$ cat config.mk
export PLATFORM = sky130hd
export DESIGN_NAME = generational_handle_pool_top_flat
export DESIGN_NICKNAME = d
export VERILOG_FILES = /design/src/hw/rtl/gph_pkg.sv /design/src/hw/rtl/gph_if.sv /design/src/hw/rtl/gph_mem.sv /design/src/hw/rtl/generational_handle_pool_top.sv /design/src/flat_wrapper.sv
export SDC_FILE = /design/constraint.sdc
export NUM_CORES = 2
export LEC_CHECK = 0
export BUFFER_PORTS_ARGS = -buffer_cell sky130_fd_sc_hd__buf_2
export CAP_MARGIN = 15
export CORE_UTILIZATION = 30
export DETAILED_ROUTE_END_ITERATION = 6
export GPL_TIMING_DRIVEN = 1
export SYNTH_ARGS = -nofsm -noshare
export SYNTH_HDL_FRONTEND = slang
export SYNTH_SLANG_ARGS = --single-unit
$ cat constraint.sdc
create_clock -name i_clk -period 4.43 [get_ports i_clk]
set_clock_uncertainty 0.05 [all_clocks]
set_input_delay 0.443 -clock i_clk [delete_from_list [all_inputs] [get_ports i_clk]]
set_output_delay 0.443 -clock i_clk [all_outputs]
set_load 0.02 [all_outputs]
$ cat src/hw/rtl/gph_pkg.sv
// Shared types and constants for the generational handle pool.
`timescale 1ns / 1ps

package gph_pkg;

    localparam int CAPACITY_DEF = 64;
    localparam int GEN_BITS_DEF = 16;

    localparam int CMD_W        = 2;
    localparam int SLOT_INDEX_W = 8;
    localparam int SLOT_GEN_W   = 16;

    typedef enum logic [CMD_W-1:0] {
        CMD_ACQUIRE  = 2'd0,
        CMD_RELEASE  = 2'd1,
        CMD_VALIDATE = 2'd2,
        CMD_NONE     = 2'd3
    } t_cmd;

endpackage

$ cat src/hw/rtl/gph_if.sv
// Valid/ready channel interfaces for the command items and the result items.
`timescale 1ns / 1ps

interface gph_in_if;
    logic                                  valid;
    logic                                  ready;
    logic [gph_pkg::CMD_W-1:0]             cmd;
    logic [gph_pkg::SLOT_INDEX_W-1:0]      slot_index;
    logic [gph_pkg::SLOT_GEN_W-1:0]        slot_gen;
    logic                                  handle_set;

    modport source (output valid, cmd, slot_index, slot_gen, handle_set, input ready);
    modport sink   (input valid, cmd, slot_index, slot_gen, handle_set, output ready);
endinterface

interface gph_out_if;
    logic                                  valid;
    logic                                  ready;
    logic                                  ok;
    logic [gph_pkg::SLOT_INDEX_W-1:0]      out_index;
    logic [gph_pkg::SLOT_GEN_W-1:0]        out_gen;

    modport source (output valid, ok, out_index, out_gen, input ready);
    modport sink   (input valid, ok, out_index, out_gen, output ready);
endinterface

$ cat src/hw/rtl/gph_mem.sv
// Synchronous single-port-read memory with per-entry written bits and a fixed reset image.
`timescale 1ns / 1ps

module gph_mem #(
    parameter int WIDTH      = gph_pkg::SLOT_GEN_W,
    parameter int DEPTH      = gph_pkg::CAPACITY_DEF,
    parameter bit INIT_INDEX = 1'b0
) (
    input  logic                       i_clk,
    input  logic                       i_rst_n,
    input  logic                       i_rd_en,
    input  logic [$clog2(DEPTH)-1:0]   i_rd_addr,
    output logic [WIDTH-1:0]           o_rd_data,
    input  logic                       i_wr_en,
    input  logic [$clog2(DEPTH)-1:0]   i_wr_addr,
    input  logic [WIDTH-1:0]           i_wr_data
);
    import gph_pkg::*;

    localparam int AW = $clog2(DEPTH);

    logic [WIDTH-1:0] r_mem [DEPTH];
    logic [DEPTH-1:0] r_vld;
    logic [WIDTH-1:0] r_rd_data;
    logic             r_rd_vld;
    logic [AW-1:0]    r_rd_addr;

    always_ff @(posedge i_clk) begin
        if (i_wr_en) begin
            r_mem[i_wr_addr] <= i_wr_data;
        end
        if (i_rd_en) begin
            r_rd_data <= r_mem[i_rd_addr];
            r_rd_addr <= i_rd_addr;
        end
    end

    // An entry never written reads as its reset image.
    always_ff @(posedge i_clk) begin
        if (!i_rst_n) begin
            r_vld    <= '0;
            r_rd_vld <= 1'b0;
        end else begin
            if (i_wr_en) begin
                r_vld[i_wr_addr] <= 1'b1;
            end
            if (i_rd_en) begin
                r_rd_vld <= r_vld[i_rd_addr];
            end
        end
    end

    always_comb begin
        if (r_rd_vld) begin
            o_rd_data = r_rd_data;
        end else if (INIT_INDEX) begin
            o_rd_data = WIDTH'(r_rd_addr);
        end else begin
            o_rd_data = '0;
        end
    end

endmodule

$ cat src/hw/rtl/generational_handle_pool_top.sv
// Generational handle pool: free-index stack, generation memory and command sequencer.
//
// Usage: command items enter on i_in (cmd, slot_index, slot_gen, handle_set) and
// every command gives exactly one result item on o_out (ok, out_index, out_gen).
// Acquire pops a free slot and returns its index and generation; release checks
// the generation, bumps it and pushes the slot back; validate only reports ok.
// Failed or non-acquire commands return zero index and generation.
//
// Timing: one command is worked on at a time. For release, validate and the
// unused command the accepted item passes S_RD1 and S_DONE before the result
// item is shown on o_out; acquire also passes S_RD2, since the generation read
// depends on the index popped from the stack. A new command is taken only after
// the result of the last one is loaded into the output register.
// Each generation entry also holds the slot's active mark above the generation.
//
// Reset (synchronous, active low) empties the pool: every slot is free, every
// generation reads as zero and no slot is active. No clearing pass is needed.
// A result that the receiver does not take waits in the output register; one
// more command is still accepted and worked on, then i_in.ready stays low
// until the output register frees up.
`timescale 1ns / 1ps

module generational_handle_pool_top #(
    parameter int CAPACITY = gph_pkg::CAPACITY_DEF,
    parameter int GEN_BITS = gph_pkg::GEN_BITS_DEF
) (
    input  logic      i_clk,
    input  logic      i_rst_n,
    gph_in_if.sink    i_in,
    gph_out_if.source o_out
);
    import gph_pkg::*;

    localparam int IDX_W = $clog2(CAPACITY);
    localparam int CNT_W = $clog2(CAPACITY + 1);
    localparam int CMP_W = (GEN_BITS > SLOT_GEN_W) ? GEN_BITS : SLOT_GEN_W;
    localparam int GM_W  = GEN_BITS + 1;

    localparam logic [SLOT_INDEX_W:0] IDX_LIM = (SLOT_INDEX_W + 1)'(CAPACITY);
    localparam logic [CNT_W-1:0]      CNT_CAP = CNT_W'(CAPACITY);

    typedef enum logic [1:0] {
        S_IDLE,
        S_RD1,
        S_RD2,
        S_DONE
    } t_state;

    t_state                  r_state, n_state;
    t_cmd                    r_cmd, n_cmd;
    logic [SLOT_INDEX_W-1:0] r_idx, n_idx;
    logic [SLOT_GEN_W-1:0]   r_gen, n_gen;
    logic                    r_set, n_set;
    logic [CNT_W-1:0]        r_count, n_count;
    logic [IDX_W-1:0]        r_slot, n_slot;
    logic                    r_res_ok, n_res_ok;
    logic [IDX_W-1:0]        r_res_index, n_res_index;
    logic [SLOT_GEN_W-1:0]   r_res_gen, n_res_gen;
    logic                    r_out_valid, n_out_valid;
    logic                    r_out_ok, n_out_ok;
    logic [SLOT_INDEX_W-1:0] r_out_index, n_out_index;
    logic [SLOT_GEN_W-1:0]   r_out_gen, n_out_gen;

    logic                    accept;
    logic                    idx_ok;
    logic                    count_lt;
    logic [CNT_W-1:0]        count_dec;
    logic                    gen_match;
    logic [GEN_BITS-1:0]     gen_inc;
    logic [GEN_BITS-1:0]     rd_gen;
    logic                    rd_active;

    logic                    stk_rd_en, stk_wr_en;
    logic [IDX_W-1:0]        stk_rd_addr, stk_wr_addr, stk_rd_data, stk_wr_data;
    logic                    gen_rd_en, gen_wr_en;
    logic [IDX_W-1:0]        gen_rd_addr, gen_wr_addr;
    logic [GM_W-1:0]         gen_rd_data, gen_wr_data;

    gph_mem #(
        .WIDTH      (IDX_W),
        .DEPTH      (CAPACITY),
        .INIT_INDEX (1'b1)
    ) u_stack (
        .i_clk     (i_clk),
        .i_rst_n   (i_rst_n),
        .i_rd_en   (stk_rd_en),
        .i_rd_addr (stk_rd_addr),
        .o_rd_data (stk_rd_data),
        .i_wr_en   (stk_wr_en),
        .i_wr_addr (stk_wr_addr),
        .i_wr_data (stk_wr_data)
    );

    gph_mem #(
        .WIDTH      (GM_W),
        .DEPTH      (CAPACITY),
        .INIT_INDEX (1'b0)
    ) u_gen (
        .i_clk     (i_clk),
        .i_rst_n   (i_rst_n),
        .i_rd_en   (gen_rd_en),
        .i_rd_addr (gen_rd_addr),
        .o_rd_data (gen_rd_data),
        .i_wr_en   (gen_wr_en),
        .i_wr_addr (gen_wr_addr),
        .i_wr_data (gen_wr_data)
    );

    assign accept    = i_in.valid && (r_state == S_IDLE);
    assign idx_ok    = {1'b0, r_idx} < IDX_LIM;
    assign count_lt  = r_count < CNT_CAP;
    assign count_dec = r_count - CNT_W'(1);
    assign rd_gen    = gen_rd_data[GEN_BITS-1:0];
    assign rd_active = gen_rd_data[GEN_BITS];
    assign gen_match = CMP_W'(rd_gen) == CMP_W'(r_gen);
    assign gen_inc   = rd_gen + GEN_BITS'(1);

    always_comb begin
        n_state     = r_state;
        n_cmd       = r_cmd;
        n_idx       = r_idx;
        n_gen       = r_gen;
        n_set       = r_set;
        n_count     = r_count;
        n_slot      = r_slot;
        n_res_ok    = r_res_ok;
        n_res_index = r_res_index;
        n_res_gen   = r_res_gen;
        n_out_valid = r_out_valid;
        n_out_ok    = r_out_ok;
        n_out_index = r_out_index;
        n_out_gen   = r_out_gen;

        // The stack is read at the top on every accepted item while a slot is
        // free; the generation memory at the handle index, or at the popped slot.
        stk_rd_en   = accept && count_lt;
        stk_rd_addr = r_count[IDX_W-1:0];
        stk_wr_en   = 1'b0;
        stk_wr_addr = count_dec[IDX_W-1:0];
        stk_wr_data = r_idx[IDX_W-1:0];
        gen_rd_en   = accept;
        gen_rd_addr = i_in.slot_index[IDX_W-1:0];
        gen_wr_en   = 1'b0;
        gen_wr_addr = r_idx[IDX_W-1:0];
        gen_wr_data = {1'b0, gen_inc};

        if (r_out_valid && o_out.ready) begin
            n_out_valid = 1'b0;
        end

        case (r_state)
            S_IDLE: begin
                if (accept) begin
                    n_cmd   = t_cmd'(i_in.cmd);
                    n_idx   = i_in.slot_index;
                    n_gen   = i_in.slot_gen;
                    n_set   = i_in.handle_set;
                    n_state = S_RD1;
                end
            end
            S_RD1: begin
                n_res_ok    = 1'b0;
                n_res_index = '0;
                n_res_gen   = '0;
                n_state     = S_DONE;
                case (r_cmd)
                    CMD_ACQUIRE: begin
                        if (count_lt) begin
                            n_slot      = stk_rd_data;
                            gen_rd_en   = 1'b1;
                            gen_rd_addr = stk_rd_data;
                            n_state     = S_RD2;
                        end
                    end
                    CMD_RELEASE: begin
                        // Clears the active mark and bumps the generation in one write.
                        if (idx_ok && (r_count != '0) && gen_match) begin
                            gen_wr_en = 1'b1;
                            stk_wr_en = 1'b1;
                            n_count   = count_dec;
                            n_res_ok  = 1'b1;
                        end
                    end
                    CMD_VALIDATE: begin
                        n_res_ok = r_set && idx_ok && gen_match && rd_active;
                    end
                    default: begin
                        n_res_ok = 1'b0;
                    end
                endcase
            end
            S_RD2: begin
                gen_wr_en   = 1'b1;
                gen_wr_addr = r_slot;
                gen_wr_data = {1'b1, rd_gen};
                n_count     = r_count + CNT_W'(1);
                n_res_ok    = 1'b1;
                n_res_index = r_slot;
                n_res_gen   = SLOT_GEN_W'(rd_gen);
                n_state     = S_DONE;
            end
            S_DONE: begin
                if (!r_out_valid || o_out.ready) begin
                    n_out_valid = 1'b1;
                    n_out_ok    = r_res_ok;
                    n_out_index = SLOT_INDEX_W'(r_res_index);
                    n_out_gen   = r_res_gen;
                    n_state     = S_IDLE;
                end
            end
            default: begin
                n_state = S_IDLE;
            end
        endcase
    end

    always_ff @(posedge i_clk) begin
        if (!i_rst_n) begin
            r_state     <= S_IDLE;
            r_count     <= '0;
            r_out_valid <= 1'b0;
        end else begin
            r_state     <= n_state;
            r_count     <= n_count;
            r_out_valid <= n_out_valid;
        end
        r_cmd       <= n_cmd;
        r_idx       <= n_idx;
        r_gen       <= n_gen;
        r_set       <= n_set;
        r_slot      <= n_slot;
        r_res_ok    <= n_res_ok;
        r_res_index <= n_res_index;
        r_res_gen   <= n_res_gen;
        r_out_ok    <= n_out_ok;
        r_out_index <= n_out_index;
        r_out_gen   <= n_out_gen;
    end

    assign i_in.ready      = (r_state == S_IDLE);
    assign o_out.valid     = r_out_valid;
    assign o_out.ok        = r_out_ok;
    assign o_out.out_index = r_out_index;
    assign o_out.out_gen   = r_out_gen;

endmodule

$ cat src/flat_wrapper.sv
// flat-port wrapper written by rule: the top's interface ports become plain ports
module generational_handle_pool_top_flat import gph_pkg::*;
#(
    parameter int CAPACITY = gph_pkg::CAPACITY_DEF,
    parameter int GEN_BITS = gph_pkg::GEN_BITS_DEF
)
  (i_clk, i_rst_n, i_in_valid, i_in_cmd, i_in_slot_index, i_in_slot_gen, i_in_handle_set, i_in_ready, o_out_valid, o_out_ok, o_out_out_index, o_out_out_gen, o_out_ready);
  gph_in_if i_in_i ();
  gph_out_if o_out_i ();
  input  logic i_clk;
  input  logic i_rst_n;
  input wire logic [$bits(i_in_i.valid)-1:0] i_in_valid;
  input wire logic [$bits(i_in_i.cmd)-1:0] i_in_cmd;
  input wire logic [$bits(i_in_i.slot_index)-1:0] i_in_slot_index;
  input wire logic [$bits(i_in_i.slot_gen)-1:0] i_in_slot_gen;
  input wire logic [$bits(i_in_i.handle_set)-1:0] i_in_handle_set;
  output wire logic [$bits(i_in_i.ready)-1:0] i_in_ready;
  output wire logic [$bits(o_out_i.valid)-1:0] o_out_valid;
  output wire logic [$bits(o_out_i.ok)-1:0] o_out_ok;
  output wire logic [$bits(o_out_i.out_index)-1:0] o_out_out_index;
  output wire logic [$bits(o_out_i.out_gen)-1:0] o_out_out_gen;
  input wire logic [$bits(o_out_i.ready)-1:0] o_out_ready;
  assign i_in_i.valid = i_in_valid;
  assign i_in_i.cmd = i_in_cmd;
  assign i_in_i.slot_index = i_in_slot_index;
  assign i_in_i.slot_gen = i_in_slot_gen;
  assign i_in_i.handle_set = i_in_handle_set;
  assign i_in_ready = i_in_i.ready;
  assign o_out_valid = o_out_i.valid;
  assign o_out_ok = o_out_i.ok;
  assign o_out_out_index = o_out_i.out_index;
  assign o_out_out_gen = o_out_i.out_gen;
  assign o_out_i.ready = o_out_ready;
  generational_handle_pool_top #(.CAPACITY(CAPACITY), .GEN_BITS(GEN_BITS)) u_core (.i_clk(i_clk), .i_rst_n(i_rst_n), .i_in(i_in_i), .o_out(o_out_i));
endmodule
# Word level (Yosys, flattened, before mapping)
# Memories as Yosys holds them, arrays and structs flattened. A register that Yosys moved wholly into a read port is not among the register bits.
# Cells that the tools add are included.
[op_classes] addsub=3 order_cmp=8 eq_ne=10 mux=41 n_bitwise=2 reduce_logical=21
[op_table] operator="$or A64 B64 Y64" count=2
[op_table] operator="$mux W17" count=2
[op_table] operator="$pmux W16 S2" count=1
[op_table] operator="$mux W6" count=5
[op_table] operator="$lt A6 B7 Y1 const B" count=4
[op_table] operator="$mux W1" count=18
[op_table] operator="$add A16 B1 Y16 const B" count=1
[op_table] operator="$eq A16 B16 Y1" count=1
[op_table] operator="$mux W7" count=2
[op_table] operator="$pmux W7 S2" count=1
[op_table] operator="$bmux W1 S6" count=2
[op_table] operator="$demux W1 S6" count=2
[op_table] operator="$ge A6 B1 Y1 const B" count=2
[op_table] operator="$pmux W6 S2" count=1
[op_table] operator="$logic_and A1 B1 Y1" count=10
[op_table] operator="$lt A8 B7 Y1 const B" count=1
[op_table] operator="$ne A2 B1 Y1 const B" count=4
[op_table] operator="$pmux W2 S4" count=1
[op_table] operator="$add A7 B1 Y7 const B" count=1
[op_table] operator="$lt A7 B7 Y1 const B" count=1
[op_table] operator="$reduce_bool A7 Y1" count=1
[op_table] operator="$sub A7 B1 Y7 const B" count=1
[op_table] operator="$eq A2 B2 Y1 const B" count=3
[op_table] operator="$mux W2" count=3
[op_table] operator="other kinds (8)" count=15
[word_totals] ff_bits=225 ram_bits=1472 input_bits=31 output_inout_bits=27 wordCells=106 memories=2
[memory_table] name="u_core.u_gen.r_mem" depth=64 width=17 rd=1 rd_clocked_by_memory_dff=1 write_ports=1 line="gph_mem.sv:22" rtl="logic [WIDTH-1:0] r_mem [DEPTH];"
[memory_table] name="u_core.u_stack.r_mem" depth=64 width=6 rd=1 rd_clocked_by_memory_dff=1 write_ports=1 line="gph_mem.sv:22"

# Logic depth before layout (Yosys ltp)
[depth] depth_word=8 depth_mapped=14 ltp_nobuf=10

# Cells and area by module
# A second synthesis with hierarchy kept.
[unflattened] hier_cells=3049 area_unflattened_um2=66317.4
[modules_own_cells] module="gph_mem (u_core.u_gen)" instances=1 cells_each=1881 area_each_um2=44576.5 seq_area_each_um2=34483.1
[modules_own_cells] module="gph_mem (u_core.u_stack)" instances=1 cells_each=859 area_each_um2=17792.1 seq_area_each_um2=13192.7
[modules_own_cells] module="generational_handle_pool_top" instances=1 cells_each=309 area_each_um2=3948.8 seq_area_each_um2=2572.5

# Worst setup path after synthesis
# No wires, ideal clock.
[synth_timing] path_kind="flip-flop to flip-flop" startpoint="register u_core.r_state[0]" endpoint="memory u_core.u_gen.r_mem[0][6] in the netlist's numbering (data pin)" setup_time_ns=0.567 arrival_time_ns=4.263 t_required_ns=3.813 slack_ns=-0.450 path_stages_with_launch=8 n_path_buf=0 synth_period_minus_slack_ns=4.880 cell_sequence="dfxtp_1 inv_1 ha_1 clkinv_1 and3_1 nand3_1 nor2_1 xnor2_1"
[synth_between] elab_chain_len=2
[synth_lines] item="start: declaration" line="generational_handle_pool_top.sv:49" rtl="t_state r_state, n_state;"
[synth_lines] item="start signal: assignment" line="generational_handle_pool_top.sv:223" rtl="r_state <= n_state;"
[synth_lines] item="$eq A2 B2 Y1" line="generational_handle_pool_top.sv:151" rtl="case (r_state)"
[synth_lines] item="$mux W17" line="generational_handle_pool_top.sv:151"
[synth_lines] item="named net u_core.gen_wr_data[6]" line="generational_handle_pool_top.sv:77" rtl="logic [GM_W-1:0] gen_rd_data, gen_wr_data;"
[synth_lines] item="end: declaration" line="gph_mem.sv:22"
# The timed path passes the listed nets, and every way through them passes these cells.

# Worst setup path in the final report
[layout_timing] startpoint="register u_core.r_state[1]" endpoint="register u_core.u_gen.r_rd_data[9], read port of u_core.u_gen.r_mem (data pin)"
[layout_between] elab_chain_len=5 word_cells_on_any_way=7 cone_classes="eq/ne (1); mux (4); reduce/logical (2)"
[layout_lines] item="$logic_not A2 Y1" line="generational_handle_pool_top.sv:109" rtl="assign accept = i_in.valid && (r_state == S_IDLE);"
[layout_lines] item="$logic_and A1 B1 Y1" line="generational_handle_pool_top.sv:109"
[layout_lines] item="$mux W1" line="generational_handle_pool_top.sv:168" rtl="if (count_lt) begin"
[layout_lines] item="$mux W1" line="generational_handle_pool_top.sv:166" rtl="case (r_cmd)"
[layout_lines] item="$mux W1" line="generational_handle_pool_top.sv:151"
[layout_lines] item="end: declaration" line="gph_mem.sv:24" rtl="logic [WIDTH-1:0] r_rd_data;"
# Parallel ways exist; a longest one is shown, timed or not.
# A chain may end at the register's enable or synchronous reset.

==> results.md <==
* Result of the run: complete, but fails checks
* Failing checks: design-rule violations
* Busiest grt layer: met2
* Die Outline Area at 229000 sq um
* Critical path data required time at 5.05 ns
* Standard-cell rows at 174
* Critical Path Sink Type: flop
* Iteration count of the initial detailed-routing pass at 7
* Number of enable flip-flop cells after synthesis at 1580
* Total number of clock tree sinks at 1720
* Number of buffers inserted to repair setup after CTS at 0
* Data arrival time of the worst path at 4.47 ns
* Remaining design rule violation count at 2
* Met1 layer usage reported by global route at 21.9%
* Post-synthesis cell type with the largest combined area: sky130_fd_sc_hd__edfxtp_1
* WS Path Type: reg2reg
* Capture instance of the worst register-to-register path: u_core.u_gen.r_rd_data[9]
* Drt first-iter violations at 4502
* Pwr per Cell Area at 524 nW/um^2
* Transition time at the pin with the least slew margin at 1.21 ns
* Core region area at 225000 sq um
* Routed WL per cell at 22.8 um
* Startpoint class of the critical path: flop
* Max-capacitance violation count at 0
* Gp weighted congestion at 0.852
* Post-layout nets at 4860
* Vertical die dimension at 478 um
* Largest net degree at the start of global routing at 123
* Synthesized flop and latch total at 1720
* Maximum resistive drop on vdd at 0.432 mV
* Synthesized instance count at 4621
* ANT nets after route at 0
* Effective utilization at floorplan at 30.2%
* GR Util All Layers at 15.6%
* Reg2Reg Launch Point: u_core.r_state[1]
* Sequential cell area fraction in the yosys report at 73.8%
* Buffers added on ports at 55
* Shortest clock period the worst path allows after layout at 3.86 ns
* Clock-pin transition on the worst setup and hold timing paths at 0.07 ns
* Number of endpoints failing setup at the final stage at 0
* Vias after detailed routing at 40861
* Maximum operating frequency at 0.259 GHz
* Total wire length at 182 mm
* Total half-perimeter wirelength after legalization and detailed placement at 109 mm
* Die width at 478 um
* Top-area cell type share of the netlist area at 69.7%
* CTS HTree Levels at 4
* Final core area utilization at 35.2%
* Clock Root Buffer: sky130_fd_sc_hd__clkbuf_16
* Clock latency on the worst-skew pair at 0.82 ns
* Capturing element of the worst setup path: u_core.u_gen.r_rd_data[9]
* Worst rel slew slack at 19.7%
* Vias in the first global route at 39327
* Dominant cells by area after synthesis: sky130_fd_sc_hd__edfxtp_1, sky130_fd_sc_hd__nand2_1, sky130_fd_sc_hd__mux4_2, sky130_fd_sc_hd__dfxtp_1, sky130_fd_sc_hd__nand3_1
* Cts bufs inserted at 164
* Global-route wire length before repair at 268 mm
* Number of pins with negative max-slew slack in the final report at 0
* Timing startpoint of the critical path: u_core.r_state[1]
* Met3 routing resource usage after global routing at 2.43%
* Initial antenna violation count at 2
* Max Buffers Root-to-Sink at 3
* Fraction of final layout cells with drive strength greater than 1 at 17.1%
* Count of fill cells added during filler insertion at 21334
* Most instantiated flip-flop cell in the synthesis netlist: sky130_fd_sc_hd__edfxtp_1
* CP Max Fanout at 52
* Register-to-Register Setup Slack at 0.57 ns
* GR met2 Demand/Resource at 24.7%
* Worst min path class: in2reg
* Remaining Overflow, GRT at 0
* Average size of a mapped cell at 14.7 sq um
* Cell area after synthesis at 68000 sq um
* Top Ports at 58
* Area growth syn-to-layout at 16.4%
* Post-synth cell types at 73
* Worst hold margin at 0.0800 ns
* Number of vias per cell after detailed routing at 5.14
* Synthesis Warnings at 0
* Share of synthesized flip-flops with an asynchronous set or reset at 0%
* Final Hold Vio Count at 0
* CTS tree: yes
* Unrepaired setup endpoints after global routing: false
* Leakage power figure at 25.7 nW
* Setup TNS at 0 ns
* Worst-case reg-to-reg path depth at 12
* Final worst-path cycle share at 87.1%
[how the worst min path moves through the flow]
| stage | from | to | slack (ns) | depth (start not counted) |
|---|---|---|---|---|
| after floorplan | u_core.r_res_ok | u_core.o_out.ok | 0.35 | 0 |
| after global placement | u_core.r_res_index[4] | u_core.o_out.out_index[4] | 0.35 | 0 |
| after detailed placement | u_core.r_res_index[3] | u_core.o_out.out_index[3] | 0.35 | 0 |
| after CTS | i_in_valid | u_core.r_state[0] | 0.03 | 5 |
| after global routing | i_in_valid | u_core.r_state[0] | 0.06 | 5 |
| final | i_in_valid | u_core.r_state[0] | 0.08 | 5 |
[registers in the layout (all words and copies together) (netlist names)]
signal	cells
u_core.u_stack.r_rd_vld	1
u_core.r_res_gen	16
u_core.u_stack.r_rd_data	6
u_core.r_idx	8
u_core.u_stack.r_rd_addr	6
u_core.r_slot	6
u_core.u_gen.r_rd_vld	1
u_core.o_out.valid	1
u_core.u_stack.r_mem	384
u_core.o_out.out_gen	16
u_core.r_cmd	2
u_core.r_gen	16
u_core.r_res_ok	1
u_core.r_state	2
u_core.r_res_index	6
u_core.r_set	1
u_core.o_out.ok	1
u_core.r_count	7
u_core.u_gen.r_rd_data	17
u_core.u_gen.r_vld	64
u_core.u_gen.r_mem	1088
u_core.u_stack.r_vld	64
u_core.o_out.out_index	6
[metal layers]
layer | part of all wire [%] | vias up
met2 | 47 | 1714
met1 | 43 | 20921
met4 | 2.7 | 0
li1 | - | 17976
met5 | 0 | -
met3 | 7.1 | 250
[cell families after synthesis]
logic type                 after synthesis  synth area share (%)
other                                    1               0.00551
AOI/OAI and AO/OA                      403                  4.41
buffers and inverters                  325                  2.15
and+or+nand+nor                       1876                  12.4
DFF                                   1720                  73.8
muxes                                  259                  6.71
xor gates and xnor gates                27                 0.348
adders and majority gates               10                 0.184
[through the flow]
stage / cell area (sq um) / instances / power, mW / setup slack (ns)
6_report: 79200 / 7947 / 41.5 / 0.573
5_1_grt: 79200 / 7947 / 42.8 / 0.441
4_1_cts: 79200 / 7945 / 41.7 / 0.600
3_5_place_dp: 73600 / 7615 / 27.8 / 0.650
3_3_place_gp: 73500 / 7614 / 27.7 / 0.692
2_1_floorplan: 68100 / 4622 / 24.2 / 0.145
[synth_stat cells (38+ instances only)]
cell,count
sky130_fd_sc_hd__a32oi_1,71
sky130_fd_sc_hd__buf_2,110
sky130_fd_sc_hd__clkbuf_1,139
sky130_fd_sc_hd__dfxtp_1,140
sky130_fd_sc_hd__edfxtp_1,1580
sky130_fd_sc_hd__mux2i_1,84
sky130_fd_sc_hd__mux4_2,155
sky130_fd_sc_hd__nand2_1,1069
sky130_fd_sc_hd__nand3_1,424
sky130_fd_sc_hd__nand4_1,125
sky130_fd_sc_hd__nor2_1,38
sky130_fd_sc_hd__nor3_1,121
sky130_fd_sc_hd__o211ai_1,53
sky130_fd_sc_hd__o21a_1,65
sky130_fd_sc_hd__o21ai_0,58
[timing repair]
item                                   CTS  global route
setup endpoints to repair                0             0
resized for setup                        0             0
endpoints found under the hold margin   43             0
hold buffers                            29             0
[placed cells by master, fill, tap and decap left out, types with 9 or more instances in the layout]
cell type	count
sky130_fd_sc_hd__a31oi_1	17
sky130_fd_sc_hd__a22o_1	10
sky130_fd_sc_hd__nor3_1	57
sky130_fd_sc_hd__dfxtp_1	136
sky130_fd_sc_hd__a32o_1	14
sky130_fd_sc_hd__nand4_1	125
sky130_fd_sc_hd__clkbuf_16	170
sky130_fd_sc_hd__clkbuf_8	9
sky130_fd_sc_hd__xnor2_1	15
sky130_fd_sc_hd__a32oi_1	71
sky130_fd_sc_hd__and3_1	17
sky130_fd_sc_hd__nand3_1	424
sky130_fd_sc_hd__clkinv_1	23
sky130_fd_sc_hd__mux2i_1	83
sky130_fd_sc_hd__a21oi_1	34
sky130_fd_sc_hd__nand2_1	1069
sky130_fd_sc_hd__ha_1	9
sky130_fd_sc_hd__inv_1	19
sky130_fd_sc_hd__nor2_1	38
sky130_fd_sc_hd__o211ai_1	53
sky130_fd_sc_hd__buf_12	31
sky130_fd_sc_hd__edfxtp_1	1580
sky130_fd_sc_hd__nor2b_1	12
sky130_fd_sc_hd__buf_2	54
sky130_fd_sc_hd__a22oi_1	13
sky130_fd_sc_hd__o21ai_1	9
sky130_fd_sc_hd__or3_1	9
sky130_fd_sc_hd__o2111a_1	16
sky130_fd_sc_hd__dlygate4sd3_1	29
sky130_fd_sc_hd__mux2_2	15
sky130_fd_sc_hd__buf_4	218
sky130_fd_sc_hd__clkinv_2	30
sky130_fd_sc_hd__mux4_2	155
sky130_fd_sc_hd__clkbuf_1	36
sky130_fd_sc_hd__and2_2	9
sky130_fd_sc_hd__nor3_2	79
sky130_fd_sc_hd__bufinv_16	9
sky130_fd_sc_hd__o21a_1	64
sky130_fd_sc_hd__o21ai_0	58
[power breakdown]
group          switching [mW]  internal [mW]  leakage (nW)  total, mW
logic                    5.70           2.39          7.46       8.10
registers               0.441           19.0          15.6       19.4
clock network            6.21           7.78          2.61       14.0
[layout make-up]
class / count / area [sq um] / share of cell area [%]
Sequential cell: 1720 / 50300 / 63.4
Multi-Input combinational cell: 2577 / 16900 / 21.4
Clock buffer: 215 / 4510 / 5.70
Tap cell: 2992 / 3740 / 4.73
Timing Repair Buffer: 334 / 2850 / 3.60
Clock inverter: 86 / 827 / 1.04
Inverter: 22 / 82.6 / 0.104
Antenna cell: 1 / 2.50 / 0.00316
[critical path: stages (launching register included)]
cell	delay [ns]
sky130_fd_sc_hd__dfxtp_1	0.41
sky130_fd_sc_hd__inv_1	0.11
sky130_fd_sc_hd__ha_1	0.27
sky130_fd_sc_hd__nand3b_1	0.15
sky130_fd_sc_hd__inv_2	0.08
sky130_fd_sc_hd__mux2_8	0.59
sky130_fd_sc_hd__buf_12	0.35
sky130_fd_sc_hd__buf_4	0.32
sky130_fd_sc_hd__nand2_1	0.08
sky130_fd_sc_hd__nand3_1	0.10
sky130_fd_sc_hd__nand4_1	0.25
sky130_fd_sc_hd__o211ai_1	0.42
sky130_fd_sc_hd__o2111a_1	0.31
Power figures use the tool's default switching activity.
